<file path="config.mk">
export PLATFORM = sky130hd
export DESIGN_NAME = aspba_front
export DESIGN_NICKNAME = d
export VERILOG_FILES = /design/src/hdl/aspba_pkg.sv /design/src/hdl/aspba_front.sv
export SDC_FILE = /design/constraint.sdc
export NUM_CORES = 2
export LEC_CHECK = 0
export ABC_AREA = 1
export BUFFER_PORTS_ARGS = -buffer_cell sky130_fd_sc_hd__buf_4
export CAP_MARGIN = 25
export CORE_AREA = 10 10 261 263
export CTS_CLUSTER_DIAMETER = 200
export DETAILED_ROUTE_END_ITERATION = 6
export DIE_AREA = 0 0 271 273
export PLACE_DENSITY = 0.63
export SLEW_MARGIN = 20
export SYNTH_ARGS = -nofsm -noshare
export SYNTH_HDL_FRONTEND = slang
export SYNTH_SLANG_ARGS = --single-unit
</file>
<file path="constraint.sdc">
create_clock -name clk -period 10.5 [get_ports clk]
set_clock_uncertainty 0.05 [all_clocks]
set_input_delay 2.1 -clock clk [delete_from_list [all_inputs] [get_ports clk]]
set_output_delay 2.1 -clock clk [all_outputs]
set_load 0.05 [all_outputs]
</file>
<file path="src/hdl/aspba_pkg.sv">
// ----------------------------------------------------------------------------
// aspba_pkg
// Shared types and constants of the accelerometer scale, peak and block
// average block.
// ----------------------------------------------------------------------------
package aspba_pkg;

	localparam int BLOCK_LENGTH_DEF = 500;
	localparam int QUEUE_DEPTH      = 4;

	localparam int CFG_IDX_W  = 2;
	localparam int CFG_DATA_W = 22;

	localparam logic [CFG_IDX_W-1:0] REG_FULL_SCALE = 2'd0;
	localparam logic [CFG_IDX_W-1:0] REG_OFFSET     = 2'd1;
	localparam logic [CFG_IDX_W-1:0] REG_GAIN       = 2'd2;

	localparam logic [4:0]         FULL_SCALE_RESET = 5'd2;
	localparam logic [4:0]         FULL_SCALE_MAX   = 5'd16;
	localparam logic [17:0]        GAIN_RESET       = 18'd65536;
	localparam logic [21:0]        RAD_TO_DEG_Q16   = 22'd3754937;
	localparam logic [24:0]        ACCEL_LIMIT      = 25'd4194304;
	localparam int                 ROUND_HALF       = 32768;

	typedef struct packed {
		logic signed [23:0] corr;
		logic signed [21:0] scaled;
	} mid_item_t;

	typedef struct packed {
		logic signed [23:0] accel_g;
		logic signed [28:0] angle_deg;
		logic        [22:0] peak_abs_g;
		logic        [23:0] peak_change_g;
		logic signed [23:0] average_g;
		logic signed [21:0] raw_average_g;
		logic               block_done;
	} out_item_t;

	typedef struct packed {
		logic               ready;
		logic signed [23:0] avg_c;
		logic signed [21:0] avg_r;
	} div_stat_t;

endpackage

</file>
<file path="src/hdl/aspba_front.sv">
// ----------------------------------------------------------------------------
// aspba_front
// Configuration registers and the scaling pipeline: full-scale multiply and
// offset, gain multiply, rounding and saturation into the middle queue.
// ----------------------------------------------------------------------------
module aspba_front import aspba_pkg::*; (
	input  logic                  clk,
	input  logic                  arst_n,
	input  logic                  cfg_we,
	input  logic [CFG_IDX_W-1:0]  cfg_index,
	input  logic [CFG_DATA_W-1:0] cfg_data,
	input  logic                  push,
	output logic                  full,
	input  logic signed [15:0]    raw_sample,
	output logic                  mid_push,
	output mid_item_t             mid_data,
	input  logic                  mid_full
);

	logic [4:0]         full_scale_q;
	logic signed [21:0] offset_q;
	logic [17:0]        gain_q;

	logic               en;
	logic               take;
	logic [4:0]         fs_eff;
	logic signed [21:0] raw_ext, fs_ext, fs_prod, scaled;
	logic signed [22:0] diff;

	logic               v_s1, v_s2, v_s3;
	logic signed [22:0] diff_s1;
	logic signed [21:0] scaled_s1, scaled_s2, scaled_s3;
	logic signed [40:0] prod_s2;
	logic signed [23:0] corr_s3;

	logic               neg;
	logic [40:0]        mag;
	logic [24:0]        q, q_sat;

	always_ff @(posedge clk or negedge arst_n) begin
		if (!arst_n) begin
			full_scale_q <= FULL_SCALE_RESET;
			offset_q     <= '0;
			gain_q       <= GAIN_RESET;
		end else if (cfg_we) begin
			case (cfg_index)
				REG_FULL_SCALE: full_scale_q <= cfg_data[4:0];
				REG_OFFSET:     offset_q     <= $signed(cfg_data);
				REG_GAIN:       gain_q       <= cfg_data[17:0];
				default: begin
				end
			endcase
		end
	end

	// pipeline stalls as a whole when the last stage cannot drain
	assign en   = !v_s3 || !mid_full;
	assign full = !en;
	assign take = push && en;

	assign fs_eff  = (full_scale_q > FULL_SCALE_MAX) ? FULL_SCALE_MAX : full_scale_q;
	assign raw_ext = 22'(raw_sample);
	assign fs_ext  = $signed(22'(fs_eff));
	assign fs_prod = raw_ext * fs_ext;
	assign scaled  = {fs_prod[20:0], 1'b0};
	assign diff    = 23'(scaled) - 23'(offset_q);

	assign neg   = prod_s2[40];
	assign mag   = neg ? 41'(-prod_s2) : 41'(prod_s2);
	assign q     = 25'((mag + 41'(ROUND_HALF)) >> 16);
	assign q_sat = (q > ACCEL_LIMIT) ? ACCEL_LIMIT : q;

	always_ff @(posedge clk or negedge arst_n) begin
		if (!arst_n) begin
			v_s1 <= 1'b0;
			v_s2 <= 1'b0;
			v_s3 <= 1'b0;
		end else if (en) begin
			v_s1 <= take;
			v_s2 <= v_s1;
			v_s3 <= v_s2;
		end
	end

	always_ff @(posedge clk) begin
		if (en) begin
			diff_s1   <= diff;
			scaled_s1 <= scaled;
			prod_s2   <= diff_s1 * $signed({1'b0, gain_q});
			scaled_s2 <= scaled_s1;
			corr_s3   <= neg ? -24'(q_sat) : 24'(q_sat);
			scaled_s3 <= scaled_s2;
		end
	end

	assign mid_push        = v_s3 && !mid_full;
	assign mid_data.corr   = corr_s3;
	assign mid_data.scaled = scaled_s3;

endmodule

</file>
== After elaboration in Yosys (flattened, before gate mapping) ==
Cells that the tools add are included.
Cells by class
  add/subtract/negate cells: 4
  multipliers: 2
  magnitude comparators: 2
  equality and inequality tests: 2
  muxes and demuxes: 4
  reductions and logical operators: 10
Operators by type and width (count)
  $mux W24: 2
  $add A41 B16 Y41 const B: 1
  $mul A23 B19 Y41: 1
  $mux W41: 1
  $neg A41 Y41: 1
  $gt A25 B23 Y1 const B: 1
  $neg A24 Y24: 1
  $sub A22 B22 Y23: 1
  $mul A16 B6 Y21: 1
  $reduce_and A2 Y1: 3
  $gt A5 B5 Y1 const B: 1
  $mux W5: 1
  $logic_not A1 Y1: 3
  $eq A2 B1 Y1 const B: 1
  $eq A2 B2 Y1 const B: 1
  $logic_and A1 B1 Y1: 2
  $logic_not A2 Y1: 1
  $logic_or A1 B1 Y1: 1
Storage, ports and cells
  bits in registers: 199
  output and inout port bits: 48
  logic and storage cells: 36

== Logic depth before layout (Yosys ltp) ==
  depth after elaboration: 7
  gate-level depth with buffers: 34
  gate-level depth less buffers: 33

== Worst setup path after synthesis ==
Ideal clock, no wire load.
  path type: input to output
  from: in mid_full
  to: out full
  arrival: 6.633 ns
  slack: 1.717 ns
  stages: 2
  cells stage by stage: nand2_1 > inv_1
On the way
  word-level cells in the longest chain between the ends: 3
Ends and longest elaborated chain
  start, declared: line aspba_front.sv:17  | input logic mid_full
  $logic_not A1 Y1: line aspba_front.sv:57  | assign en = !v_s3 || !mid_full;
  $logic_or A1 B1 Y1: line aspba_front.sv:57
  $logic_not A1 Y1: line aspba_front.sv:58  | assign full = !en;
  end, declared: line aspba_front.sv:13  | output logic full,
No other way between the ends.

== Worst setup path in the final report ==
  from: reg gain_q[1]
  to: reg prod_s2[35], data pin
On the way
  word-level cells in the longest chain between the ends: 1
Ends and longest elaborated chain
  start, declared: line aspba_front.sv:22  | logic [17:0] gain_q;
  start signal, assigned: line aspba_front.sv:49  | REG_GAIN: gain_q <= cfg_data[17:0];
  $mul A23 B19 Y41: line aspba_front.sv:89  | prod_s2 <= diff_s1 * $signed({1'b0, gain_q});
  end signal, assigned: line aspba_front.sv:89
  end, declared: line aspba_front.sv:33  | logic signed [40:0] prod_s2;
No other way between the ends.
A chain may end at the register's enable or synchronous reset.

==> impl_metrics.csv <==
group,metric,value,unit
logic_synthesis,ys_warn_count,0,
timing,setup-tns-final,0,ps
detailed_routing,via_per_inst,4.74,
floorplanning,die_x,271,um
setup_path,worst-path-max-fanout,24,
clock_tree,cts_hold_buf,0,
timing,finalCriticalPeriod,7580,ps
setup_path,critical_path_required,10780,ps
logic_synthesis,synthCells,3377,
grt,grt_max_degree,69,
logic_synthesis,syn_area_per_cell,8.29,um2
timing,min_period_over_period,72.2,%
logic_synthesis,synth_cell_types,49,
logic_synthesis,synthesis.area,28000,um2
setup_path,r2r_cells,28,
clock_tree,cts-htree-levels,4,
clock_tree,clk_pin_slew,90,ps
floorplanning,ios,93,
floorplanning,core,62700,um2
floorplanning,dieArea,74000,um2
timing,finalHoldViolations,0,
timing,slew_viol_final,0,
clock_tree,ctsLongestPathBuffers,2,
setup_path,worst_ep_arrival_time,7860,ps
grt,gr-usage-all-layers,17.5,%
setup_path,critPathKind,"register to register",
detailed_routing,wl,61700,um
timing,finalSetupViolations,0,
hold_path,hold_path_depth,0,
logic_synthesis,async_flop_share,24.1,%
timing,relSlewSlack,31.3,%
grt,grt_pass1_wl,106000,um
logic_synthesis,ys_seq_area_share,20.5,%
setup_path,r2r_start,"gain_q[1]",
logic_synthesis,synthTopCellsByArea,"fa_1 (33%), edfxtp_1 (16%), inv_1 (13%)",
logic_synthesis,synth_edf_count,151,
hold_path,hold-path-endpoint,"scaled_s2[6]",
flow_run,max_cap_violations,0,
logic_synthesis,ys_seq_elements,199,
logic_synthesis,synth_top_flop_cell,"edfxtp_1",
detailed_routing,first_pass_iters,5,
setup_path,cp_slowest_cell,"dfrtp_1",
hold_path,hold_path_class,"register to register",
clock_tree,ctsResizeCount,0,
placement,placed_area,29400,um2
cells_and_area,syn2layout_area_growth,7.26,%
clock_tree,cts_sinks,199,
placement,io_buffers,91,
logic_synthesis,yosysTopAreaCell,"fa_1",
setup_path,startpoint_type,"register",
logic_synthesis,yosys.area.top_type_share,32.7,%
timing,rsz0062_at_grt,"false",
logic_synthesis,synth_fp_nets,4046,
cells_and_area,drive_gt1_share,6.46,%
grt,grt_antenna_before_repair,0,
setup_path,cpPeakStageDelay,990,ps
grt,overflow,0,
placement,place_hpwl,50900,um
grt,grt_pass1_vias,21300,
cells_and_area,final_cell_mix,"inv_1 (961), nand2_1 (785), fa_1 (457)",
cells_and_area,fin_area,30000,um2
setup_path,r2r_end,"prod_s2[35]",
detailed_routing,antenna_left,0,
floorplanning,dieHeight,273,um
detailed_routing,drt_iter0_markers,1032,
setup_path,end_kind,"register",
timing,fmax,132,MHz
clock_tree,post_cts_buffers,0,
floorplanning,rows,92,
timing,worst_slew_pin_slew,1030,ps
floorplanning,start_util,44.6,%
detailed_routing,wl_per_cell,14.5,um
clock_tree,clk_latency,500,ps
cells_and_area,nets,4063,
clock_tree,numCtsBuffers,17,
run_status,outcome,"complete, no violations",
hold_path,hp-start,"scaled_s1[6]",
detailed_routing,drc,0,
clock_tree,clockRootBuffer,"clkbuf_16",
cells_and_area,mostFrequentLayoutCell,"inv_1",
setup_path,rrSetupSlack,2920,ps
clock_tree,cts_tree,"done",
placement,place.gp.congestion,0.864,
detailed_routing,via_count,20200,
cells_and_area,antenna_cells,0,
==> worst max-delay path by stage <==
stage,end,from,slack (ps)
final,prod_s2[35],gain_q[1],2920
after detailed placement,prod_s2[35],gain_q[1],2880
after global routing,prod_s2[35],gain_q[1],2400
after global placement,prod_s2[35],gain_q[2],3020
after floorplan,full,mid_full,1720
after CTS,prod_s2[35],gain_q[1],2830
==> metal layers <==
metal | track usage, % | share of wire, % | vias to the layer above
li1 | - | - | 9866
met4 | 4.03 | 1.6 | 0
met5 | 0 | 0 | -
met2 | 30.2 | 48 | 416
met3 | 2.83 | 4.9 | 66
met1 | 22.9 | 45 | 9802
==> flip-flops by register name (all words and copies together), names as in the netlist <==
name	count
corr_s3	24
gain_q	18
v_s3	1
diff_s1	23
scaled_s1	21
full_scale_q	5
offset_q	22
prod_s2	41
scaled_s2	21
v_s1	1
scaled_s3	21
v_s2	1
==> stage by stage <==
| stage | std cells | utilization [%] | worst slack (ps) | hold slack, ps |
|---|---|---|---|---|
| finish | 4253 | 47.9 | 2920 | 361 |
| global route | 4253 | 47.9 | 2400 | 376 |
| CTS | 4253 | 47.9 | 2830 | 363 |
| detailed placement | 4221 | 46.9 | 2880 | 355 |
| global placement | 4221 | 46.9 | 3020 | 350 |
| floorplan | 3377 | - | 1720 | 350 |
==> layout make-up <==
cell class / count / area, um2
Clock inverter: 14 / 183
Timing Repair Buffer: 106 / 796
Sequential cell: 199 / 5740
Tap cell: 846 / 1060
Clock buffer: 18 / 429
Inverter: 970 / 3640
Fill cell: 6106 / 32700
Multi-Input combinational cell: 2100 / 18200
==> critical path, delay by kind of cell (launching register included) <==
| family | cells | cell delay (ps) |
|---|---|---|
| fa+ha+maj | 7 | 3420 |
| compound gates | 5 | 1470 |
| buf+inv | 6 | 310 |
| flops | 1 | 990 |
| simple gates | 9 | 1010 |
| xor+xnor | 1 | 170 |
==> cells in the mapped netlist (4+ instances only) <==
master    number
a21o_1         4
a21oi_1       86
a31oi_1        7
buf_1         11
buf_2          7
clkbuf_1      85
dfrtp_1       46
edfxtp_1     151
fa_1         457
ha_1         167
inv_1        961
inv_2          8
nand2_1      786
nand2_2       30
nand3_1       82
nand3_2        5
nand3b_1       9
nand4_1       26
nor2_1       168
nor2_2        21
nor2_4         8
nor3_1         8
o211ai_1       5
o21ai_0       82
o21ai_1       10
o31ai_1        5
xnor2_1       41
xor2_1        68
==> logic make-up (layout without fill, tap and decap cells) <==
| kind of cell | after synthesis | in the layout | synth area share [%] |
|---|---|---|---|
| flip-flops | 199 | 199 | 20.5 |
| adder cells (fa/ha/maj) | 624 | 624 | 40.1 |
| XOR/XNOR | 110 | 110 | 3.47 |
| AND/OR/NAND/NOR | 1150 | 1150 | 17.1 |
| AO/OA/AOI/OAI | 215 | 215 | 4.22 |
| other | 1 | 1 | 0.0134 |
| buffers and inverters | 1078 | 1108 | 14.6 |
Power is not shown: default switching activity piles up to over one toggle a cycle in this logic, so the estimate is an artifact.
