### config.mk
export PLATFORM = sky130hd
export DESIGN_NAME = aspba_back
export DESIGN_NICKNAME = d
export VERILOG_FILES = /design/src/hdl/aspba_pkg.sv /design/src/hdl/aspba_div.sv /design/src/hdl/aspba_back.sv
export SDC_FILE = /design/constraint.sdc
export NUM_CORES = 2
export LEC_CHECK = 0
export BUFFER_PORTS_ARGS = -buffer_cell sky130_fd_sc_hd__buf_2
export CAP_MARGIN = 20
export CORE_MARGIN = 2
export CORE_UTILIZATION = 23
export DETAILED_ROUTE_END_ITERATION = 12
export GPL_ROUTABILITY_DRIVEN = 0
export GPL_TIMING_DRIVEN = 0
export HOLD_SLACK_MARGIN = 0.1
export SETUP_SLACK_MARGIN = 0.3
export SYNTH_ARGS = -nofsm -noshare
export SYNTH_HDL_FRONTEND = slang
export SYNTH_SLANG_ARGS = --single-unit
### constraint.sdc
create_clock -name clk -period 10.3 [get_ports clk]
set_input_delay 2.06 -clock clk [delete_from_list [all_inputs] [get_ports clk]]
set_output_delay 2.06 -clock clk [all_outputs]
set_load 0.005 [all_outputs]
### src/hdl/aspba_pkg.sv
// ----------------------------------------------------------------------------
// aspba_pkg
// Shared types and constants of the accelerometer scale, peak and block
// average block.
// ----------------------------------------------------------------------------
package aspba_pkg;

	localparam int BLOCK_LENGTH_DEF = 500;
	localparam int QUEUE_DEPTH      = 4;

	localparam int CFG_IDX_W  = 2;
	localparam int CFG_DATA_W = 22;

	localparam logic [CFG_IDX_W-1:0] REG_FULL_SCALE = 2'd0;
	localparam logic [CFG_IDX_W-1:0] REG_OFFSET     = 2'd1;
	localparam logic [CFG_IDX_W-1:0] REG_GAIN       = 2'd2;

	localparam logic [4:0]         FULL_SCALE_RESET = 5'd2;
	localparam logic [4:0]         FULL_SCALE_MAX   = 5'd16;
	localparam logic [17:0]        GAIN_RESET       = 18'd65536;
	localparam logic [21:0]        RAD_TO_DEG_Q16   = 22'd3754937;
	localparam logic [24:0]        ACCEL_LIMIT      = 25'd4194304;
	localparam int                 ROUND_HALF       = 32768;

	typedef struct packed {
		logic signed [23:0] corr;
		logic signed [21:0] scaled;
	} mid_item_t;

	typedef struct packed {
		logic signed [23:0] accel_g;
		logic signed [28:0] angle_deg;
		logic        [22:0] peak_abs_g;
		logic        [23:0] peak_change_g;
		logic signed [23:0] average_g;
		logic signed [21:0] raw_average_g;
		logic               block_done;
	} out_item_t;

	typedef struct packed {
		logic               ready;
		logic signed [23:0] avg_c;
		logic signed [21:0] avg_r;
	} div_stat_t;

endpackage

### src/hdl/aspba_div.sv
// ----------------------------------------------------------------------------
// aspba_div
// Rounding divider of both block sums by the block length: each magnitude is
// multiplied by a scaled reciprocal in two registered steps.
// ----------------------------------------------------------------------------
module aspba_div import aspba_pkg::*; #(
	parameter int BLOCK_LENGTH = BLOCK_LENGTH_DEF
) (
	input  logic                                  clk,
	input  logic                                  arst_n,
	input  logic                                  start,
	input  logic signed [24+$clog2(BLOCK_LENGTH)-1:0] sum_c,
	input  logic signed [22+$clog2(BLOCK_LENGTH)-1:0] sum_r,
	output div_stat_t                             stat
);

	localparam int CW     = $clog2(BLOCK_LENGTH);
	localparam int SUMC_W = 24 + CW;
	localparam int SUMR_W = 22 + CW;
	localparam int NUM_W  = 32;
	localparam int SH     = NUM_W + CW;

	// ceil(2^SH / BLOCK_LENGTH), exact floor quotient for any 32-bit numerator
	localparam logic [63:0] RECIP    = ((64'd1 << SH) + 64'(BLOCK_LENGTH) - 64'd1) /
		64'(BLOCK_LENGTH);
	localparam logic [16:0] RECIP_LO = RECIP[16:0];
	localparam logic [15:0] RECIP_HI = RECIP[32:17];

	logic                v_s1, v_s2;
	logic [NUM_W-1:0]    num_c_s1, num_r_s1;
	logic                neg_c_s1, neg_r_s1;
	logic [48:0]         lo_c_s2, lo_r_s2;
	logic [47:0]         hi_c_s2, hi_r_s2;
	logic                neg_c_s2, neg_r_s2;
	logic                ready_q;
	logic signed [23:0]  avg_c_q;
	logic signed [21:0]  avg_r_q;

	logic [SUMC_W-1:0]   mag_c;
	logic [SUMR_W-1:0]   mag_r;
	logic [64:0]         prod_c, prod_r;
	logic [23:0]         quo_c;
	logic [21:0]         quo_r;

	assign mag_c = sum_c[SUMC_W-1] ? SUMC_W'(-sum_c) : SUMC_W'(sum_c);
	assign mag_r = sum_r[SUMR_W-1] ? SUMR_W'(-sum_r) : SUMR_W'(sum_r);

	assign prod_c = {hi_c_s2, 17'b0} + 65'(lo_c_s2);
	assign prod_r = {hi_r_s2, 17'b0} + 65'(lo_r_s2);
	assign quo_c  = 24'(prod_c >> SH);
	assign quo_r  = 22'(prod_r >> SH);

	always_ff @(posedge clk or negedge arst_n) begin
		if (!arst_n) begin
			v_s1    <= 1'b0;
			v_s2    <= 1'b0;
			ready_q <= 1'b0;
		end else begin
			v_s1 <= start;
			v_s2 <= v_s1;
			if (start) begin
				ready_q <= 1'b0;
			end else if (v_s2) begin
				ready_q <= 1'b1;
			end
		end
	end

	always_ff @(posedge clk) begin
		if (start) begin
			num_c_s1 <= NUM_W'(mag_c) + NUM_W'(BLOCK_LENGTH / 2);
			num_r_s1 <= NUM_W'(mag_r) + NUM_W'(BLOCK_LENGTH / 2);
			neg_c_s1 <= sum_c[SUMC_W-1];
			neg_r_s1 <= sum_r[SUMR_W-1];
		end
		if (v_s1) begin
			lo_c_s2  <= num_c_s1 * RECIP_LO;
			hi_c_s2  <= num_c_s1 * RECIP_HI;
			lo_r_s2  <= num_r_s1 * RECIP_LO;
			hi_r_s2  <= num_r_s1 * RECIP_HI;
			neg_c_s2 <= neg_c_s1;
			neg_r_s2 <= neg_r_s1;
		end
		if (v_s2) begin
			avg_c_q <= neg_c_s2 ? -$signed(quo_c) : $signed(quo_c);
			avg_r_q <= neg_r_s2 ? -$signed(quo_r) : $signed(quo_r);
		end
	end

	assign stat.ready = ready_q;
	assign stat.avg_c = avg_c_q;
	assign stat.avg_r = avg_r_q;

endmodule

### src/hdl/aspba_back.sv
// ----------------------------------------------------------------------------
// aspba_back
// Angle multiply, peak tracking, block sums and held averages; assembles the
// result and writes it into the output queue.
// ----------------------------------------------------------------------------
module aspba_back import aspba_pkg::*; #(
	parameter int BLOCK_LENGTH = BLOCK_LENGTH_DEF
) (
	input  logic      clk,
	input  logic      arst_n,
	input  logic      mid_empty,
	input  mid_item_t mid_data,
	output logic      mid_pop,
	output logic      out_push,
	output out_item_t out_data,
	input  logic      out_full
);

	localparam int CW     = $clog2(BLOCK_LENGTH);
	localparam int SUMC_W = 24 + CW;
	localparam int SUMR_W = 22 + CW;

	logic signed [23:0]     prev_q;
	logic                   have_prev_q;
	logic [22:0]            peak_abs_q;
	logic [23:0]            peak_chg_q;
	logic [CW-1:0]          cnt_q;
	logic signed [SUMC_W-1:0] sum_c_q;
	logic signed [SUMR_W-1:0] sum_r_q;
	logic signed [23:0]     held_c_q;
	logic signed [21:0]     held_r_q;

	logic                   v_s1;
	logic signed [23:0]     corr_s1;
	logic signed [45:0]     aprod_s1;
	logic [22:0]            peak_abs_s1;
	logic [23:0]            peak_chg_s1;
	logic                   done_s1;

	logic                   drain;
	logic                   last;
	logic [22:0]            mag, pk_new;
	logic signed [24:0]     delta;
	logic [23:0]            dmag, pd_new;
	logic signed [SUMC_W-1:0] sum_c_new;
	logic signed [SUMR_W-1:0] sum_r_new;
	logic                   a_neg;
	logic [45:0]            a_mag;
	logic [29:0]            a_q;
	div_stat_t              stat;

	assign drain   = v_s1 && !out_full && (!done_s1 || stat.ready);
	assign mid_pop = !mid_empty && (!v_s1 || drain);

	assign last   = (cnt_q == CW'(BLOCK_LENGTH - 1));
	assign mag    = mid_data.corr[23] ? 23'(-mid_data.corr) : 23'(mid_data.corr);
	assign pk_new = (mag > peak_abs_q) ? mag : peak_abs_q;
	assign delta  = 25'(mid_data.corr) - 25'(prev_q);
	assign dmag   = delta[24] ? 24'(-delta) : 24'(delta);
	assign pd_new = (have_prev_q && dmag > peak_chg_q) ? dmag : peak_chg_q;

	assign sum_c_new = sum_c_q + SUMC_W'(mid_data.corr);
	assign sum_r_new = sum_r_q + SUMR_W'(mid_data.scaled);

	aspba_div #(
		.BLOCK_LENGTH(BLOCK_LENGTH)
	) u_div (
		.clk   (clk),
		.arst_n(arst_n),
		.start (mid_pop && last),
		.sum_c (sum_c_new),
		.sum_r (sum_r_new),
		.stat  (stat)
	);

	always_ff @(posedge clk or negedge arst_n) begin
		if (!arst_n) begin
			prev_q      <= '0;
			have_prev_q <= 1'b0;
			peak_abs_q  <= '0;
			peak_chg_q  <= '0;
			cnt_q       <= '0;
			sum_c_q     <= '0;
			sum_r_q     <= '0;
			held_c_q    <= '0;
			held_r_q    <= '0;
			v_s1        <= 1'b0;
		end else begin
			if (mid_pop) begin
				prev_q      <= mid_data.corr;
				have_prev_q <= 1'b1;
				peak_abs_q  <= pk_new;
				peak_chg_q  <= pd_new;
				if (last) begin
					cnt_q   <= '0;
					sum_c_q <= '0;
					sum_r_q <= '0;
				end else begin
					cnt_q   <= cnt_q + 1'b1;
					sum_c_q <= sum_c_new;
					sum_r_q <= sum_r_new;
				end
			end
			if (drain && done_s1) begin
				held_c_q <= stat.avg_c;
				held_r_q <= stat.avg_r;
			end
			if (mid_pop) begin
				v_s1 <= 1'b1;
			end else if (drain) begin
				v_s1 <= 1'b0;
			end
		end
	end

	always_ff @(posedge clk) begin
		if (mid_pop) begin
			corr_s1     <= mid_data.corr;
			aprod_s1    <= mid_data.corr * $signed({1'b0, RAD_TO_DEG_Q16});
			peak_abs_s1 <= pk_new;
			peak_chg_s1 <= pd_new;
			done_s1     <= last;
		end
	end

	assign a_neg = aprod_s1[45];
	assign a_mag = a_neg ? 46'(-aprod_s1) : 46'(aprod_s1);
	assign a_q   = 30'((a_mag + 46'(ROUND_HALF)) >> 16);

	assign out_push               = drain;
	assign out_data.accel_g       = corr_s1;
	assign out_data.angle_deg     = a_neg ? -29'(a_q) : 29'(a_q);
	assign out_data.peak_abs_g    = peak_abs_s1;
	assign out_data.peak_change_g = peak_chg_s1;
	assign out_data.average_g     = done_s1 ? stat.avg_c : held_c_q;
	assign out_data.raw_average_g = done_s1 ? stat.avg_r : held_r_q;
	assign out_data.block_done    = done_s1;

endmodule

Word level (Yosys, flattened, before mapping)
Cells that the tools add are included.
Widths: inputs -> output; s select.

operators by class
  multiply operators = 5
  $lt $le $gt $ge = 2
  add/subtract/negate cells = 17
  eq/ne operators = 1
  multiplexer cells = 19
  reduce and logical (&&, ||, !) cells = 14

operators with widths
  operator                count
  $mux 24                 4
  $mul 32x12->44 const B  2
  $add 65x48->65          1
  $add 63x48->63          1
  $mux 31                 2
  $neg 24->24             2
  $mul 32x15->47 const B  1
  $mul 24x23->46 const B  1
  $mux 23                 2
  $add 45x16->45 const B  1
  $mul 32x15->45 const B  1
  $mux 45                 1
  $neg 45->45             1
  $mux 22                 2
  $add 33x24->33          1
  $mux 33                 1
  $add 31x8->32 const B   1
  $add 32x8->32 const B   1
  $mux 32                 1
  $neg 32->32             1
  $add 31x22->31          1
  $neg 31->31             1
  $mux 29                 1
  $neg 29->29             1
  other kinds (13)        26

storage, ports and cells
  input bits = 50
  word-level logic and storage cells = 88
  bits in registers = 607

Longest topological paths before layout
  depth in word-level cells = 7
  gate-level depth with buffers = 34
  mapped depth without buffers = 30

By module
A second synthesis with hierarchy kept.

unflattened totals
  cell total of the unflattened synthesis = 7355
  area total of the unflattened synthesis = 73606.8 um2

by module, submodules not included
  module      seq. area each (um2)  instances  area an instance (um2)  cells an instance
  aspba_div   8062.7                1          40747.8                 4008
  aspba_back  8257.9                1          32859.0                 3347

Worst setup path before layout
Ideal clock, no wire load.

  path type = input to register
  start = input port mid_data[22] (netlist bit)
  end = register peak_chg_q[10]
  cell stages on the path = 34
  buffers on the path = 4
  arrival = 8.508 ns
  setup slack = 1.667 ns
  library setup time = 0.125 ns
  path through = inv_1 > ha_1 > inv_1 > fa_1 > a21o_1 > a21o_1 > a211oi_1 > o31a_1 > o211ai_1 > a2111oi_0 > nor3_1 > o41ai_1 > o21ai_0 > o21ai_0 > clkbuf_1 > o21ai_0 > xnor2_1 > ha_1 > a21oi_1 > nor2b_1 > o21ai_0 > nand2b_1 > a21oi_1 > nor2b_1 > o21ai_0 > nand2b_1 > a21oi_1 > o31ai_1 > and3_1 > clkbuf_1 > and2_1 > clkbuf_1 > clkbuf_1 > mux2_2

on the way
  word-level cells in the longest chain between the ends = 6

RTL lines
  what                    RTL line          source
  start: declaration      aspba_back.sv:12  input mid_item_t mid_data,
  $sub 24x24->25 (*)      aspba_back.sv:58  assign delta = 25'(mid_data.corr) - 25'(prev_q);
  $neg 24->24             aspba_back.sv:59  assign dmag = delta[24] ? 24'(-delta) : 24'(delta);
  $mux 24 (*)             aspba_back.sv:59
  $gt 24x24->1            aspba_back.sv:60  assign pd_new = (have_prev_q && dmag > peak_chg_q) ? dmag : peak_chg_q;
  $logic_and 1x1->1       aspba_back.sv:60
  $mux 24 (*)             aspba_back.sv:60
  end signal: assignment  aspba_back.sv:93  peak_chg_q <= pd_new;
  end: declaration        aspba_back.sv:26  logic [23:0] peak_chg_q;

Every way passes the cells marked *; elsewhere a longest branch is shown, timed or not.
A chain may end at the register's enable or synchronous reset.

Worst setup path after layout
  start = input port mid_data[23] (netlist bit)
  end = register aprod_s1[44], data pin

on the way
  word-level cells in the longest chain between the ends = 1

RTL lines
  what                    RTL line           source
  $mul 24x23->46          aspba_back.sv:119  aprod_s1 <= mid_data.corr * $signed({1'b0, RAD_TO_DEG_Q16});
  end signal: assignment  aspba_back.sv:119
  end: declaration        aspba_back.sv:35   logic signed [45:0] aprod_s1;

No other way between the ends.

==> flow_metrics.tcl <==
set metrics [dict create \
    fin_crit_sh_pct 92.7 \
    htreeDepth 3 \
    timing.final.max_slew_violations 0 \
    fmax_mhz 105 \
    synth_ff_type "edfxtp_1" \
    setup_viol 0 \
    grt_overflow 0 \
    grt_setup_unrepaired "no" \
    reg2reg_depth 19 \
    final_cell_area_mm2 0.0818 \
    holdPathStages 0 \
    ios 199 \
    power_density_mw_per_mm2 276 \
    drt_wl_total_mm 196 \
    fp.dieW_um 567 \
    netlist_instances 7234 \
    placed_area_mm2 0.0793 \
    final.min_clock_period_ps 9540 \
    initial_core_util_pct 23.1 \
    cp_max_fo 15 \
    grt_antenna_before_repair 8 \
    outcome "finished, final reports clean" \
    synth_nets 9102 \
    ys_async_sr_fraction_pct 33.9 \
    cts_tree "built" \
    clock_tree.root_cell "clkbuf_16" \
    vdd_ir_drop_max_v 0.000550 \
    grt_pass1_wl_mm 308 \
    numPortBuffers 198 \
    synth_seq_cells 576 \
    crit_arrival_ps 9970 \
    finalSetupTns_ps 0 \
    drt_iter0_drc 3375 \
    skew_ps 36.5 \
    ys_seq_area_share_pct 22.4 \
    num_vias 52000 \
    p_int_mw 11.9 \
    clock_path_buffers 3 \
    power_frac_comb_pct 70.6 \
    area_delta_synth_final_pct 12.3 \
    rows 206 \
    tightest_slew_ps 1070 \
    cts_buffers 71 \
    worstSetupPathType "input pin to register" \
    die_height_um 567 \
    drtPass1Iterations 6 \
    crit_path_start_kind "input pin" \
    ys_types 107 \
    post-route-util_pct 26.0 \
    slew_headroom_pct 27.9 \
    grt_pass1_vias 52400 \
    multi_input_area_mm2 0.0512 \
    drcViolationCount 0 \
    cts-hold-fix-buffers 0 \
    whs_ps 433 \
    leakage_nw 36.8 \
    clock-sinks 576 \
    vias_per_cell 4.43 \
    cts.clk_slew.worst_paths_ps 70 \
    grt_max_degree 104 \
    num-fill-cells 33600 \
    p_sw_share_pct 47.3 \
    synth-edff-count 381 \
    seqPwrFrac_pct 17.5 \
    clock_power_share_pct 11.9 \
    crit_path_end_kind "register" \
    yosysWarningCount 0 \
    hp-class "register to register" \
    insertion_delay_ps 680 \
    synth_area_per_cell_um2 10.1 \
    cap_viol_max_count 0 \
    die_area_mm2 0.321 \
    hpwl_mm 160 \
    final_layout_size_suffix_gt1_share_pct 8.41 \
    seq_area_mm2 0.0163 \
    required_ps 10730 \
    hold_viol 0 \
    power.switching_mw 10.7 \
    grt_use_total_pct 12.2 \
    wl_per_cell_um 16.7 \
    fp.coreArea_mm2 0.315 \
    final_nets 9386 \
    synth_area_mm2 0.0728 \
    postRouteAntennaNets 0 \
]
## layer usage
layer | track usage, % | vias up | part of all wire (%)
met5 | 0 | - | 0.0066
met4 | 3.33 | 2 | 2.9
met3 | 2.41 | 215 | 5.9
met2 | 19.2 | 1169 | 44
met1 | 16.9 | 25300 | 47
li1 | - | 25400 | -
## placed cells by master (no fill, tap or decap), drive strengths merged, types with 26 or more instances in the layout
cell	instances
a211oi	58
a21o	157
a21oi	342
a22o	32
a31oi	48
and2	45
and3	45
buf	238
clkbuf	216
dfrtp	195
edfxtp	381
fa	749
ha	1069
inv	1267
mux2	193
mux2i	27
nand2	350
nand2b	62
nand3	109
nand4	58
nor2	277
nor2b	61
nor3	106
nor4	40
o211ai	26
o21a	51
o21ai	312
o21bai	35
o31ai	45
or2	35
or3	47
xnor2	367
xor2	163
## worst paths after layout
check | from | to | slack, ps
max in group asynchronous | arst_n | have_prev_q$_DFFE_PN0P_ | 7630
setup reg to reg | u_div.num_c_s1[9]$_DFFE_PP_ | u_div.lo_c_s2[46]$_DFFE_PP_ | 2660
hold / removal | u_div.neg_r_s1$_DFFE_PP_ | u_div.neg_r_s2$_DFFE_PP_ | 430
min in group asynchronous | arst_n | held_r_q[6]$_DFFE_PN0P_ | 1450
setup / recovery | mid_data[23] | aprod_s1[44]$_DFFE_PP_ | 760
hold reg to reg | u_div.neg_r_s1$_DFFE_PP_ | u_div.neg_r_s2$_DFFE_PP_ | 430
## cell families after synthesis
| logic type | Yosys count | share of synthesized area [%] |
|---|---|---|
| adder cells (fa/ha/maj) | 1819 | 39.0 |
| buffers and inverters | 1416 | 7.38 |
| AO/OA/AOI/OAI | 1337 | 12.1 |
| AND/OR/NAND/NOR | 1334 | 9.35 |
| flip-flops | 576 | 22.4 |
| XOR/XNOR | 531 | 6.43 |
| multiplexers | 220 | 3.36 |
| other | 1 | 0.00515 |
## cell type report
cell class | instances | area share (%)
clock buffers | 91 | 2.40
well taps | 4160 | 6.36
flip-flops and latches | 576 | 20.0
clock inverters | 39 | 0.620
multi-input cells | 5242 | 62.5
diodes | 3 | 0.00918
repair buffers | 211 | 1.53
plain buffers | 152 | 0.780
inverters | 1264 | 5.81
## synthesized netlist by cell type, types with 19 or more instances
| library cell | number | area share (%) |
|---|---|---|
| nor3b_1 | 19 | 0.20 |
| xnor2_1 | 367 | 4.4 |
| o21a_1 | 51 | 0.53 |
| inv_1 | 1261 | 6.5 |
| a21o_1 | 157 | 1.6 |
| nor2_1 | 276 | 1.4 |
| a31oi_1 | 46 | 0.40 |
| nand4_1 | 58 | 0.50 |
| xor2_1 | 162 | 1.9 |
| or4_1 | 20 | 0.21 |
| dfrtp_1 | 195 | 6.7 |
| fa_1 | 749 | 21 |
| a22o_1 | 32 | 0.38 |
| nand2_1 | 350 | 1.8 |
| or2_2 | 34 | 0.29 |
| nor4_1 | 36 | 0.31 |
| clkbuf_1 | 122 | 0.63 |
| o211ai_1 | 26 | 0.27 |
| nor2b_1 | 61 | 0.52 |
| o21ai_0 | 309 | 2.1 |
| a211oi_1 | 56 | 0.58 |
| mux2i_1 | 27 | 0.37 |
| edfxtp_1 | 381 | 16 |
| or3_1 | 46 | 0.40 |
| nand2b_1 | 62 | 0.53 |
| mux2_2 | 193 | 3.0 |
| nor3_1 | 101 | 0.69 |
| nand3_1 | 109 | 0.75 |
| o31ai_1 | 41 | 0.42 |
| and2_1 | 42 | 0.36 |
| ha_1 | 1069 | 18 |
| a21oi_1 | 341 | 2.3 |
| and3_1 | 45 | 0.39 |
| o21bai_1 | 35 | 0.36 |
## flip-flops by register name, indices dropped and copies added, names as in the netlist, 31 cells and up
register,flops
aprod_s1,43
sum_c_q,33
sum_r_q,31
u_div.hi_c_s2,46
u_div.hi_r_s2,44
u_div.lo_c_s2,31
u_div.lo_r_s2,31
u_div.num_c_s1,32
u_div.num_r_s1,32
## stage by stage
step           total power [mW]  std cells  setup slack, ps
6_report                   22.6      11700              756
5_1_grt                    24.9      11700              304
4_1_cts                    22.7      11700              421
3_5_place_dp               19.8      11600             -504
3_3_place_gp               19.8      11600            -2300
2_1_floorplan              15.9       7234             1670
## worst max-delay path, stage by stage
cell       delay (ps)
buf_2             510
inv_1             220
ha_1              420
xor2_1            270
ha_1              320
fa_1              520
fa_1              530
fa_1              520
fa_1              560
inv_1              70
fa_1              600
inv_1              80
ha_1              350
a21oi_1           160
o21ai_0           130
a21o_1            210
a21o_1            170
a31o_2            260
a2111oi_1         750
o21ai_0           400
a41oi_1           380
o21ai_0           120
a21oi_1           200
xnor2_1           110
## power groups by stage
stage / logic (mW) / clock network (mW) / registers, mW
6_report: 15.9 / 2.69 / 3.94
5_1_grt: 18.0 / 2.87 / 4.00
4_1_cts: 16.0 / 2.79 / 3.94
3_5_place_dp: 15.8 / 0 / 3.97
3_3_place_gp: 15.8 / 0 / 3.97
2_1_floorplan: 12.0 / 0 / 3.89
## repair_timing
item	4_1_cts	5_1_grt
pin swaps	0	1
endpoints found under the setup margin	20	59
hold endpoints to repair	0	0
buffers inserted	0	0
resized for setup	1	12
(Power assumes the default switching activity.)
