**config.mk**
```make
export PLATFORM = sky130hd
export DESIGN_NAME = aspba_fifo
export DESIGN_NICKNAME = d
export VERILOG_FILES = /design/src/hdl/aspba_fifo.sv
export SDC_FILE = /design/constraint.sdc
export NUM_CORES = 1
export LEC_CHECK = 0
export BUFFER_PORTS_ARGS = -buffer_cell sky130_fd_sc_hd__clkbuf_2
export CAP_MARGIN = 10
export CORE_MARGIN = 5
export CORE_UTILIZATION = 36
export CTS_CLUSTER_DIAMETER = 100
export DETAILED_ROUTE_END_ITERATION = 16
export PLACE_DENSITY = 0.53
export SYNTH_ARGS = -nofsm -noshare
export SYNTH_HDL_FRONTEND = slang
export SYNTH_SLANG_ARGS = --single-unit
```
**constraint.sdc**
```tcl
create_clock -name clk -period 1.7 [get_ports clk]
set_input_delay 0.34 -clock clk [delete_from_list [all_inputs] [get_ports clk]]
set_output_delay 0.34 -clock clk [all_outputs]
set_load 0.05 [all_outputs]
```
**src/hdl/aspba_fifo.sv**
```systemverilog
// ----------------------------------------------------------------------------
// aspba_fifo
// Small register queue with push/full and pop/empty sides.
// ----------------------------------------------------------------------------
module aspba_fifo #(
	parameter int WIDTH = 8,
	parameter int DEPTH = 4
) (
	input  logic             clk,
	input  logic             arst_n,
	input  logic             push,
	input  logic [WIDTH-1:0] din,
	output logic             full,
	input  logic             pop,
	output logic [WIDTH-1:0] dout,
	output logic             empty
);

	localparam int PW = (DEPTH > 1) ? $clog2(DEPTH) : 1;
	localparam int CNTW = $clog2(DEPTH + 1);

	logic [WIDTH-1:0] mem_q [DEPTH];
	logic [PW-1:0]    wr_ptr_q, rd_ptr_q;
	logic [CNTW-1:0]  count_q;
	logic             do_push, do_pop;

	assign full    = (count_q == CNTW'(DEPTH));
	assign empty   = (count_q == '0);
	assign do_push = push && !full;
	assign do_pop  = pop && !empty;
	assign dout    = mem_q[rd_ptr_q];

	always_ff @(posedge clk or negedge arst_n) begin
		if (!arst_n) begin
			wr_ptr_q <= '0;
			rd_ptr_q <= '0;
			count_q  <= '0;
		end else begin
			if (do_push) begin
				wr_ptr_q <= (wr_ptr_q == PW'(DEPTH - 1)) ? '0 : wr_ptr_q + 1'b1;
			end
			if (do_pop) begin
				rd_ptr_q <= (rd_ptr_q == PW'(DEPTH - 1)) ? '0 : rd_ptr_q + 1'b1;
			end
			if (do_push && !do_pop) begin
				count_q <= count_q + 1'b1;
			end else if (!do_push && do_pop) begin
				count_q <= count_q - 1'b1;
			end
		end
	end

	always_ff @(posedge clk) begin
		if (do_push) begin
			mem_q[wr_ptr_q] <= din;
		end
	end

endmodule

```
After elaboration in Yosys (flattened, before gate mapping)
Memory sizes are Yosys's and may differ from the RTL's.
Index checks and enable logic that the tools add are counted.
{"block": "op_classes", "n_eq_ne": 3, "muxes": 6, "add_sub_neg": 4, "reduce_logical": 10}
{"op": "$mux W3", "count": 2}
{"op": "$add A2 B1 Y2 const B", "count": 2}
{"op": "$eq A2 B2 Y1 const B", "count": 2}
{"op": "$logic_and A1 B1 Y1", "count": 4}
{"op": "$logic_not A1 Y1", "count": 4}
{"op": "$mux W2", "count": 2}
{"op": "$add A3 B1 Y3 const B", "count": 1}
{"op": "$eq A3 B3 Y1 const B", "count": 1}
{"op": "$logic_not A3 Y1", "count": 1}
{"op": "$sub A3 B1 Y3 const B", "count": 1}
{"op": "$mux W1", "count": 2}
{"op": "$reduce_bool A2 Y1", "count": 1}
{"block": "word_totals", "in_bits": 12, "ff_bits": 7, "elab_cells": 27, "memories": 1, "mem_bits_rw": 32}
{"name": "mem_q", "words": 4, "word_bits": 8, "rd": 1, "rd_ports_with_merged_regs": 0, "write_ports": 1, "line_no": "22", "source": "logic [WIDTH-1:0] mem_q [DEPTH];"}

Logic depth before layout (Yosys ltp)
Gate-level depths: netlist of the first run.
{"block": "logic_depth", "word_depth": 7, "ltp_mapped": 8, "mapped_depth_nobuf": 8}

Least setup slack after synthesis of the first run
Ideal clock, no wire load.
{"block": "synth_timing", "kind": "register to register", "startpoint": "register count_q[0]", "endpoint": "register count_q[2]", "arrival_time_ps": 2928, "path_stages_with_launch": 9, "required_ps": 1621, "n_path_buf": 0, "period_less_slack_ps": 3007, "slack_ps": -1307, "path_cell_list": "dfrtp_1 > nor3_1 > nand2b_4 > ha_1 > inv_1 > fa_1 > xor2_1 > nor2_1 > xor2_1"}
{"block": "synth_via", "elab_chain_len": 6, "word_cells_on_any_way": 15, "cone_classes": "2 x add/sub; 1 x eq/ne; 2 x mux; 10 x reduce/logical"}
{"item": "start, declared", "line_no": "24", "source": "logic [CNTW-1:0] count_q;"}
{"item": "start signal, assigned", "line_no": "46", "source": "count_q <= count_q + 1'b1;"}
{"item": "start signal, assigned", "line_no": "48", "source": "count_q <= count_q - 1'b1;"}
{"item": "$logic_not A3 Y1 *", "line_no": "28", "source": "assign empty = (count_q == '0);"}
{"item": "net empty", "line_no": "16", "source": "output logic empty"}
{"item": "$logic_not A1 Y1 *", "line_no": "30", "source": "assign do_pop = pop && !empty;"}
{"item": "$logic_and A1 B1 Y1 *", "line_no": "30"}
{"item": "$logic_not A1 Y1", "line_no": "45", "source": "if (do_push && !do_pop) begin"}
{"item": "$logic_and A1 B1 Y1", "line_no": "45"}
{"item": "$mux W3 or $reduce_bool A2 Y1 (tied branches)"}
Mark *: on every way through the listed nets, which the timed path passes. The rest lies on a longest branch. The select of a mux whose other input is x is not followed.
A chain may end at the register's enable or synchronous reset.

Worst setup path after layout of the first run
{"block": "layout_timing", "startpoint": "register rd_ptr_q[0]", "endpoint": "output dout[2]"}
{"block": "layout_via", "elab_chain_len": 1}
{"item": "start, declared", "line_no": "23", "source": "logic [PW-1:0] wr_ptr_q, rd_ptr_q;"}
{"item": "start signal, assigned", "line_no": "43", "source": "rd_ptr_q <= (rd_ptr_q == PW'(DEPTH - 1)) ? '0 : rd_ptr_q + 1'b1;"}
{"item": "$mem_v2 Z4 W8"}
{"item": "end, declared", "line_no": "15", "source": "output logic [WIDTH-1:0] dout,"}
Every way passes these cells.

==> results of run 1 <==
cell families after synthesis:
family / Yosys count / synth area share, %
xor gates and xnor gates: 3 / 1.624
adders and majority gates: 7 / 5.878
buffers and inverters: 5 / 1.237
DFF: 39 / 70.22
muxes: 13 / 15.55
and+or+nand+nor: 12 / 5.490
where the power goes:
part,internal (W),switching (W)
sequential,0.00130,0.000185
combinational,0.00111,0.00107
clock,0.000430,0.000294
total,0.00284,0.00155
layer usage:
| metal | routed length (um) | vias to the layer above | share of wire [%] |
|---|---|---|---|
| met5 | 0 | - | 0 |
| met4 | 53 | 0 | 1.9 |
| met3 | 129 | 7 | 4.7 |
| met2 | 1406 | 16 | 51 |
| met1 | 1157 | 402 | 42 |
| li1 | - | 389 | - |
how the worst min path moves through the flow:
stage	end	slack [ns]	cells after the start
global route	mem_q[0][4]	0.27	1
CTS	mem_q[2][4]	0.26	1
floorplan	count_q[0]	0.04	0
detailed placement	rd_ptr_q[1]	0.20	1
global placement	count_q[2]	0.19	1
finish	mem_q[2][4]	0.27	1
cells in the mapped netlist, drive strengths merged:
master,instances,share of area (%)
edfxtp,32,59
mux4,8,11
dfrtp,7,11
ha,6,4.6
mux2,5,4.4
nor2,4,0.93
and2,3,1.2
inv,3,0.70
xor2,2,1.1
buf,1,0.31
clkbuf,1,0.23
fa,1,1.2
nand2,1,0.23
nand2b,1,0.85
nor2b,1,0.85
nor3,1,0.31
nor3b,1,1.2
xnor2,1,0.54
worst reg2reg max path: stages, from the launching register on:
cell and delay [ns]:
dfrtp_2 0.45, nor3_4 0.21, nand2b_4 0.16, ha_4 0.13
inv_2 0.03, fa_2 0.33, xor2_1 0.14, nor2_1 0.11
xor2_1 0.17
timing repair:
action	4_1_cts	5_1_grt
pin swaps	5	2
hold endpoints to repair	7	0
hold buffers	1	0
buffers inserted	2	1
resized for setup	21	8
setup endpoints to repair	11	11
metrics by stage:
step / setup slack (ns) / util (%) / setup TNS [ns]
2_1_floorplan: -0.4995 / - / -1.709
3_3_place_gp: -0.1024 / 44.48 / -0.1289
3_5_place_dp: -0.1306 / 44.48 / -0.2371
4_1_cts: -0.1886 / 49.43 / -1.681
5_1_grt: -0.2527 / 49.83 / -2.277
6_report: -0.1615 / 49.83 / -1.419
registers in the layout, indices dropped and copies added, names as in the netlist:
register,count
rd_ptr_q,2
count_q,3
wr_ptr_q,2
mem_q,32
area by class of cell:
| cell class | count | area, um^2 | share of cell area, % |
|---|---|---|---|
| clock buffer | 6 | 72.57 | 3.345 |
| clock inverter | 1 | 30.03 | 1.384 |
| sequential | 39 | 1139 | 52.48 |
| tap | 52 | 65.06 | 2.999 |
| multi-input combinational | 35 | 488.0 | 22.49 |
| inverter | 3 | 11.26 | 0.5190 |
| timing repair buffer | 39 | 364.1 | 16.78 |
==> metrics.md, run 1 <==
| Metric | Value |
|---|---|
| Drt wl/cell | `15.70 um` |
| Max-cap violations | `0` |
| Crit-path cells | `buf_6 > mux4_2 > buf_8` |
| Final Hold Viols | `0` |
| CP startpoint kind | `flip-flop` |
| Initial antenna violation count | `0` |
| CP top delay family | `multiplexers` |
| Seq/Total Area, Yosys | `70.22%` |
| Grt peak-use layer | `met2` |
| Hpwl dp | `1.917 mm` |
| Filler Cells Inserted | `359` |
| Most frequent cells in the layout | `edfxtp_1 (32), buf_4 (13), clkbuf_2 (12)` |
| Max clock buf depth | `2` |
| Fin crit share | `109.5%` |
| Vias post-DR | `814` |
| Largest net degree at the start of global routing | `12` |
| Fin cells | `175` |
| Placement Rows | `24` |
| FF-to-FF Start | `count_q[1]` |
| DIE WIDTH | `77.04 um` |
| Worst reg2reg path depth | `8` |
| Met3 usage | `3.044%` |
| Fin nets | `142` |
| Design area | `0.002170 mm^2` |
| Htree depth | `2` |
| # setup viols final | `10` |
| Initial Utilization | `37.16%` |
| Layout cells sized above 1 | `53.66%` |
| CP Class | `reg -> out` |
| Peak VDD IR | `0.9097 mV` |
| RSZ-0062 raised after global routing | `true` |
| Via/cell ratio | `4.651` |
| GPL Wtd Cong | `0.6764` |
| Clock Latency Late Sink | `0.29 ns` |
| Mapped cell area | `0.001618 mm^2` |
| Final WL | `2.747 mm` |
| Worst Path Arrival | `1.52 ns` |
| Fin. max-slew vios | `0` |
| Grt met1 use | `12.65%` |
| R2r setup slk | `-0.12 ns` |
| Worst path max stage delay | `0.53 ns` |
| Synthesized Nets | `98` |
| Core area | `0.004354 mm^2` |
| Remaining global-route overflow | `0` |
| Area Overhead vs Synth | `34.11%` |
| Worst Min Path Start | `din[4]` |
| Ys Warns | `0` |
| Port bufs | `21` |
| Hold_ws | `0.2704 ns` |
| Worst Hold Class | `in -> reg` |
| Diode count | `0` |
| Tot GR Track Use | `10.58%` |
| Leak | `0.8467 nW` |
| TritonCTS clock tree | `done` |
| Total power | `0.004387 W` |
| Critical path destination | `dout[2]` |
| Clock sink total | `39` |
| Crit path required time | `1.36 ns` |
| Violated checks | `negative setup slack` |
| Status | `finished, violations left` |
| Vias in the first global route | `912` |
| Root Driver | `clkbuf_8` |
| Worst Path Max Fanout | `5` |
| Clock Skew | `0.004929 ns` |
| Placed cell area | `0.001937 mm^2` |
| Commonest non-fill, non-tap cell in the layout | `edfxtp_1` |
| Worst r2r dst | `count_q[2]` |
| Reg clk slew, reported paths | `0.07 ns` |
| Worst Path Buf+Inv | `2` |
| Worst-margin pin slew | `0.4480 ns` |
| Critical path origin | `rd_ptr_q[0]` |
| Seq cells post-synth | `39` |
| Met2 usage | `17.15%` |
| Crit. path cell count | `3` |
| Achievable frequency | `537.2 MHz` |
| Slew headroom | `70.13%` |
| DR iter-0 viols | `62` |
| 1st-pass router iterations | `4` |
| Remaining routing DRC violations | `0` |
| Antenna Violating Nets Remaining | `0` |
| IO Count | `22` |
| Post-synthesis cell type count | `19` |
| Die area | `0.005934 mm^2` |
| Die height | `77.04 um` |
| Crit path time final | `1.861 ns` |
| Final worst slack | `-0.1615 ns` |
| Worst setup EP type | `primary output` |
| CTS Buf Count | `5` |
| Dpl cells | `164` |
| First-pass GRT wire length | `4.712 mm` |
| Power Density | `2022 mW/mm^2` |
| Mapped Cells | `79` |
| Slowest cell on crit path | `mux4_2` |
| Syn Area/Cell | `20.48 um^2` |
Note: power is estimated with default switching activity, not from simulation.
==> run 2: changes to the inputs <==
--- a/config.mk
+++ b/config.mk
@@ -9,6 +9,7 @@
 export CAP_MARGIN = 10
 export CORE_MARGIN = 5
 export CORE_UTILIZATION = 36
+export CTS_BUF_LIST = sky130_fd_sc_hd__clkbuf_8
 export CTS_CLUSTER_DIAMETER = 100
 export DETAILED_ROUTE_END_ITERATION = 16
 export PLACE_DENSITY = 0.53
==> run 2 against run 1 <==
  * The run still ends with negative setup slack left
  * Fmax is 0.11% higher
  * Combinational power about the same
  * Setup slack better by 0.0020 ns
  * Highest routed layer unchanged
  * Critical path depth did not move
  * Largest power group unchanged
  * Clock skew about the same
  * First-iteration DRC count decreased by 4.8%
  * Worst hold slack improved by 0.0013 ns
  * Via count rose by 0.37%
  * Sequential share of layout area stayed put
  * Core utilization did not move
  * Die area did not move
  * Count of clock-buffer cells in the layout fell by 1
==> metrics.md, run 2 (synthesis results as in run 1) <==
| Metric | Value |
|---|---|
| Most frequent cells in the layout | `edfxtp_1 (32), buf_4 (13), clkbuf_2 (12) (unchanged)` |
| Reg with most FFs | `mem_q (unchanged)` |
| Fin crit share | `109.4% (was 109.5%)` |
| Crit-path cells | `buf_6 > mux4_2 > buf_8 (unchanged)` |
| Internal power | `0.002831 W (was 0.002837 W)` |
| Power Density | `2021 mW/mm^2 (was 2022 mW/mm^2)` |
| Final worst slack | `-0.1595 ns (was -0.1615 ns)` |
| WL met1 | `1.141 mm (was 1.157 mm)` |
| Leak | `0.8508 nW (was 0.8467 nW)` |
| # setup viols final | `10 (unchanged)` |
| CP Class | `reg -> out (unchanged)` |
| Crit path required time | `1.36 ns (about the same)` |
| Commonest non-fill, non-tap cell in the layout | `edfxtp_1 (unchanged)` |
| Placed cell area | `0.001937 mm^2 (unchanged)` |
| Htree depth | `2 (unchanged)` |
| CTS Buf Count | `5 (unchanged)` |
| Core area | `0.004354 mm^2 (unchanged)` |
| Clock sink total | `39 (unchanged)` |
| Largest register FFs | `32 (unchanged)` |
| Remaining global-route overflow | `0 (unchanged)` |
| Max-cap violations | `0 (unchanged)` |
| Clock Latency Late Sink | `0.28 ns (was 0.29 ns)` |
| Initial antenna violation count | `0 (unchanged)` |
| Worst setup EP type | `primary output (unchanged)` |
| IO Count | `22 (unchanged)` |
| Design area | `0.002170 mm^2 (unchanged)` |
| Fin nets | `142 (unchanged)` |
| Largest registers | `mem_q (32), count_q (3) (unchanged)` |
| Worst Hold Class | `in -> reg (unchanged)` |
| Placement Rows | `24 (unchanged)` |
| Worst-margin pin slew | `0.4435 ns (was 0.4480 ns)` |
| Crit path time final | `1.859 ns (was 1.861 ns)` |
| First-pass GRT wire length | `4.719 mm (was 4.712 mm)` |
| Critical path origin | `rd_ptr_q[0] (unchanged)` |
| Critical path destination | `dout[2] (unchanged)` |
| Worst Path Max Fanout | `5 (unchanged)` |
| Final Hold Viols | `0 (unchanged)` |
| Area Overhead vs Synth | `34.11% (unchanged)` |
| Drt wl/cell | `15.69 um (was 15.70 um)` |
| 1st-pass router iterations | `4 (unchanged)` |
| Peak VDD IR | `0.9093 mV (was 0.9097 mV)` |
| Filler Cells Inserted | `359 (unchanged)` |
| Via/cell ratio | `4.669 (was 4.651)` |
| Flop pwr share | `33.8% (about the same)` |
| Total power | `0.004385 W (was 0.004387 W)` |
| Largest net degree at the start of global routing | `12 (unchanged)` |
| Vias in the first global route | `913 (was 912)` |
| Combinational share of power | `49.8% (was 49.7%)` |
| Initial Utilization | `37.16% (unchanged)` |
| Top Layer Used | `met4 (unchanged)` |
| Layout cells sized above 1 | `53.66% (unchanged)` |
| Die area | `0.005934 mm^2 (unchanged)` |
| Pre-CTS WS | `-0.1306 ns (unchanged)` |
| Met3 WL post-DR | `140 um (was 129 um)` |
| Worst reg2reg path depth | `8 (unchanged)` |
| GPL Wtd Cong | `0.6764 (unchanged)` |
| Port bufs | `21 (unchanged)` |
| DR iter-0 viols | `59 (was 62)` |
| FF-to-FF Start | `count_q[1] (unchanged)` |
| Reg clk slew, reported paths | `0.07 ns (about the same)` |
| Dpl cells | `164 (unchanged)` |
| Die height | `77.04 um (unchanged)` |
| Fin. max-slew vios | `0 (unchanged)` |
| Worst path max stage delay | `0.53 ns (about the same)` |
| Achievable frequency | `537.8 MHz (was 537.2 MHz)` |
| DIE WIDTH | `77.04 um (unchanged)` |
| TritonCTS clock tree | `done (unchanged)` |
| TNS Setup | `-1.404 ns (was -1.419 ns)` |
| Slew headroom | `70.43% (was 70.13%)` |
| Clock power share | `16.4% (was 16.5%)` |
| Tot GR Track Use | `10.58% (unchanged)` |
| Worst r2r dst | `count_q[2] (unchanged)` |
| Violated checks | `negative setup slack (unchanged)` |
| Max clock buf depth | `2 (unchanged)` |
| RSZ-0062 raised after global routing | `true (unchanged)` |
| Slowest cell on crit path | `mux4_2 (unchanged)` |
| R2r setup slk | `-0.12 ns (about the same)` |
| Sw Share | `35.43% (was 35.35%)` |
| Antenna Violating Nets Remaining | `0 (unchanged)` |
| Remaining routing DRC violations | `0 (unchanged)` |
| CP startpoint kind | `flip-flop (unchanged)` |
| Fin cells | `175 (unchanged)` |
| Status | `finished, violations left (unchanged)` |
| Worst Path Arrival | `1.52 ns (about the same)` |
| Hpwl dp | `1.917 mm (unchanged)` |
| Vias post-DR | `817 (was 814)` |
| Routed length on met2 | `1.410 mm (was 1.406 mm)` |
| Clock Skew | `0.004773 ns (was 0.004929 ns)` |
| Root Driver | `clkbuf_8 (unchanged)` |
| Diode count | `0 (unchanged)` |
| Final WL | `2.745 mm (was 2.747 mm)` |
| P_sw | `0.001554 W (was 0.001551 W)` |
==> run 2: routing by layer <==
metal | track usage, % | vias up
met5 | 0 | -
met4 | 5.670 | 0
met3 | 3.044 | 7
met2 | 17.15 | 19
met1 | 12.65 | 401
li1 | - | 390
==> run 2: metrics by stage <==
stage / utilization (%) / hold WS [ns]
global route: 49.83 / 0.2656
floorplan: - / 0.04441
detailed placement: 44.48 / 0.1956
global placement: 44.48 / 0.1928
finish: 49.83 / 0.2717
CTS: 49.43 / 0.2613
==> run 2: area by class of cell <==
cell class / count / area [um^2] / share of cell area, %
inverter: 3 / 11.26 / 0.5190
clock inverter: 2 / 33.78 / 1.557
sequential: 39 / 1139 / 52.48
timing repair buffer: 39 / 364.1 / 16.78
tap: 52 / 65.06 / 2.999
clock buffer: 5 / 68.82 / 3.172
multi-input combinational: 35 / 488.0 / 22.49
==> run 2: power by group through the flow <==
stage	Combinational (W)	Sequential, W	Clock, W
after floorplan	0.00133	0.00144	0
after global placement	0.00180	0.00149	0
after detailed placement	0.00181	0.00151	0
after CTS	0.00211	0.00149	0.000743
after global routing	0.00233	0.00152	0.000786
final	0.00218	0.00148	0.000719
==> run 2: worst min path at each step <==
stage	startpoint	endpoint	slack (ns)	cells after the start
floorplan	arst_n	count_q[0]	0.04	0
global placement	arst_n	count_q[2]	0.19	1
detailed placement	arst_n	rd_ptr_q[1]	0.20	1
CTS	din[4]	mem_q[2][4]	0.26	1
global route	din[4]	mem_q[0][4]	0.27	1
finish	din[4]	mem_q[2][4]	0.27	1
==> run 2: repair_timing <==
action / 4_1_cts / 5_1_grt
buffers inserted: 2 / 1
pin swaps: 5 / 2
resized for setup: 21 / 8
endpoints found under the setup margin: 11 / 11
hold endpoints to repair: 7 / 0
hold buffers: 1 / 0
==> run 2: worst max-delay path, delay by kind of cell (launching register included) <==
kind	cells	cell delay, ns
DFF	1	0.39
buffers and inverters	2	0.32
muxes	1	0.53
==> run 3: changes to the inputs <==
--- a/config.mk
+++ b/config.mk
@@ -13,6 +13,7 @@
 export CTS_CLUSTER_DIAMETER = 100
 export DETAILED_ROUTE_END_ITERATION = 16
 export PLACE_DENSITY = 0.53
+export RECOVER_POWER = 100
 export SYNTH_ARGS = -nofsm -noshare
 export SYNTH_HDL_FRONTEND = slang
 export SYNTH_SLANG_ARGS = --single-unit
==> run 3 against run 2 <==
  * The run still ends with negative setup slack left
  * Clock power hardly changed
  * Design area fell by 2.4%
  * Cell count did not move
  * Wire length is essentially flat
  * Die area is the same
  * Global-route usage did not move
  * Setup slack got worse by 0.0016 ns
  * Worst hold slack improved by 0.036 ns
  * Critical endpoint unchanged
==> metrics.md, run 3 (synthesis results as in run 1) <==
| Metric | Value |
|---|---|
| Crit path required time | `1.36 ns (about the same)` |
| TNS Setup | `-1.417 ns (was -1.404 ns)` |
| Worst Hold Depth | `1 (unchanged)` |
| Final WL | `2.747 mm (was 2.745 mm)` |
| RSZ-0062 raised after global routing | `true (unchanged)` |
| Commonest non-fill, non-tap cell in the layout | `edfxtp_1 (unchanged)` |
| Max clock buf depth | `2 (unchanged)` |
| Worst Hold Class | `in -> reg (unchanged)` |
| Antenna Violating Nets Remaining | `0 (unchanged)` |
| End point of the worst hold path | `mem_q[2][4] (unchanged)` |
| Diode count | `0 (unchanged)` |
| Clock sink total | `39 (unchanged)` |
| Slew headroom | `70.50% (was 70.43%)` |
| Hpwl dp | `1.917 mm (unchanged)` |
| Clock Latency Late Sink | `0.28 ns (about the same)` |
| Tot GR Track Use | `10.58% (unchanged)` |
| Worst path max stage delay | `0.53 ns (about the same)` |
| Total power | `0.004310 W (was 0.004385 W)` |
| Largest net degree at the start of global routing | `12 (unchanged)` |
| Initial antenna violation count | `0 (unchanged)` |
| Achievable frequency | `537.3 MHz (was 537.8 MHz)` |
| Htree depth | `2 (unchanged)` |
| Slowest cell on crit path | `mux4_2 (unchanged)` |
| Worst reg2reg path depth | `8 (unchanged)` |
| CP top delay family | `multiplexers (unchanged)` |
| Worst Min Path Start | `din[4] (unchanged)` |
| Remaining routing DRC violations | `0 (unchanged)` |
| GPL Wtd Cong | `0.6764 (unchanged)` |
| Final Hold Viols | `0 (unchanged)` |
| Fin. max-slew vios | `0 (unchanged)` |
| Clock Skew | `0.005263 ns (was 0.004773 ns)` |
| Initial Utilization | `37.16% (unchanged)` |
| DIE WIDTH | `77.04 um (unchanged)` |
| Filler Cells Inserted | `373 (was 359)` |
| CP Class | `reg -> out (unchanged)` |
| Drt wl/cell | `15.70 um (was 15.69 um)` |
| 1st-pass router iterations | `4 (unchanged)` |
| Crit path time final | `1.861 ns (was 1.859 ns)` |
| TritonCTS clock tree | `done (unchanged)` |
| Status | `finished, violations left (unchanged)` |
| CP startpoint kind | `flip-flop (unchanged)` |
| Max-cap violations | `0 (unchanged)` |
| Reg clk slew, reported paths | `0.07 ns (about the same)` |
| Layout cells sized above 1 | `45.53% (was 53.66%)` |
| IO Count | `22 (unchanged)` |
| R2r setup slk | `-0.12 ns (about the same)` |
| Worst-margin pin slew | `0.4425 ns (was 0.4435 ns)` |
| Vias post-DR | `812 (was 817)` |
| Final worst slack | `-0.1611 ns (was -0.1595 ns)` |
| Port bufs | `21 (unchanged)` |
| Die area | `0.005934 mm^2 (unchanged)` |
| DR iter-0 viols | `56 (was 59)` |
| Largest register FFs | `32 (unchanged)` |
| Fin nets | `142 (unchanged)` |
| Reg with most FFs | `mem_q (unchanged)` |
| Worst r2r dst | `count_q[2] (unchanged)` |
| Most frequent cells in the layout | `edfxtp_1 (32), clkbuf_1 (10), buf_4 (9) (was edfxtp_1 (32), buf_4 (13), clkbuf_2 (12))` |
| Area of the multi-input gates | `488.0 um^2 (unchanged)` |
| Core area | `0.004354 mm^2 (unchanged)` |
| Worst Path Arrival | `1.52 ns (about the same)` |
| Crit-path cells | `buf_6 > mux4_2 > buf_8 (unchanged)` |
| Worst setup EP type | `primary output (unchanged)` |
| Largest registers | `mem_q (32), count_q (3) (unchanged)` |
| Violated checks | `negative setup slack (unchanged)` |
| Root Driver | `clkbuf_8 (unchanged)` |
| Die height | `77.04 um (unchanged)` |
| First-pass GRT wire length | `4.719 mm (unchanged)` |
| Vias in the first global route | `913 (unchanged)` |
| FF-to-FF Start | `count_q[1] (unchanged)` |
| Peak VDD IR | `0.8858 mV (was 0.9093 mV)` |
| Power Density | `2036 mW/mm^2 (was 2021 mW/mm^2)` |
| Fin crit share | `109.5% (was 109.4%)` |
| # setup viols final | `10 (unchanged)` |
| CTS Buf Count | `5 (unchanged)` |
| Worst Path Max Fanout | `5 (unchanged)` |
| Via/cell ratio | `4.640 (was 4.669)` |
| Area Overhead vs Synth | `30.86% (was 34.11%)` |
| Leak | `0.8092 nW (was 0.8508 nW)` |
| Remaining global-route overflow | `0 (unchanged)` |
| Placement Rows | `24 (unchanged)` |
| Worst Path Buf+Inv | `2 (unchanged)` |
| Sequential Area | `0.001139 mm^2 (unchanged)` |
==> run 3: routing by layer <==
| metal | wire length (um) | up-vias | global-route usage [%] |
|---|---|---|---|
| li1 | - | 387 | - |
| met1 | 1146 | 402 | 12.65 |
| met2 | 1418 | 16 | 17.15 |
| met3 | 129 | 7 | 3.044 |
| met4 | 53 | 0 | 5.670 |
| met5 | 0 | - | 0 |
==> run 3: report_power, final <==
group,internal [W],switching (W),total [W]
combinational,0.00104,0.00106,0.00211
sequential,0.00130,0.000184,0.00148
clock,0.000424,0.000296,0.000720
total,0.00277,0.00154,0.00431
==> run 3: worst max path at each step <==
| stage | start | end | cells after the start | slack [ns] |
|---|---|---|---|---|
| 6_report | rd_ptr_q[0] | dout[2] | 3 | -0.16 |
| 2_1_floorplan | count_q[0] | count_q[1] | 6 | -0.50 |
| 3_3_place_gp | count_q[1] | count_q[1] | 6 | -0.10 |
| 4_1_cts | rd_ptr_q[0] | dout[2] | 3 | -0.19 |
| 5_1_grt | count_q[1] | count_q[2] | 8 | -0.25 |
| 3_5_place_dp | count_q[0] | count_q[2] | 8 | -0.13 |
==> run 3: what timing repair did <==
action,in CTS,in global routing
setup endpoints to repair,11,11
hold buffers,1,0
cloned,0,0
buffers inserted,2,1
pin swaps,5,2
resized for setup,21,8
hold endpoints to repair,7,0
==> run 3: worst register-to-register path, delay by kind of cell, from the launching register on <==
family	cells	cell delay, ns
and+or+nand+nor	3	0.48
adders and majority gates	2	0.46
buffers and inverters	1	0.03
xor gates and xnor gates	2	0.31
DFF	1	0.45
==> run 3: layout make-up <==
type | count | area share, %
inverters | 3 | 0.5319
flip-flops and latches | 39 | 53.78
well taps | 52 | 3.073
clock inverters | 2 | 1.596
multi-input cells | 35 | 23.05
repair buffers | 39 | 14.72
clock buffers | 5 | 3.251
==> run 3: per-stage QoR <==
| stage | cell area (um^2) | std cells | worst slack [ns] | utilization, % | hold WS, ns |
|---|---|---|---|---|---|
| after global routing | 2117 | 175 | -0.2526 | 48.62 | 0.3289 |
| after CTS | 2152 | 174 | -0.1886 | 49.43 | 0.2613 |
| after global placement | 1937 | 164 | -0.1024 | 44.48 | 0.1928 |
| after detailed placement | 1937 | 164 | -0.1306 | 44.48 | 0.1956 |
| after floorplan | 1645 | 79 | -0.4995 | - | 0.04441 |
| final | 2117 | 175 | -0.1611 | 48.62 | 0.3082 |
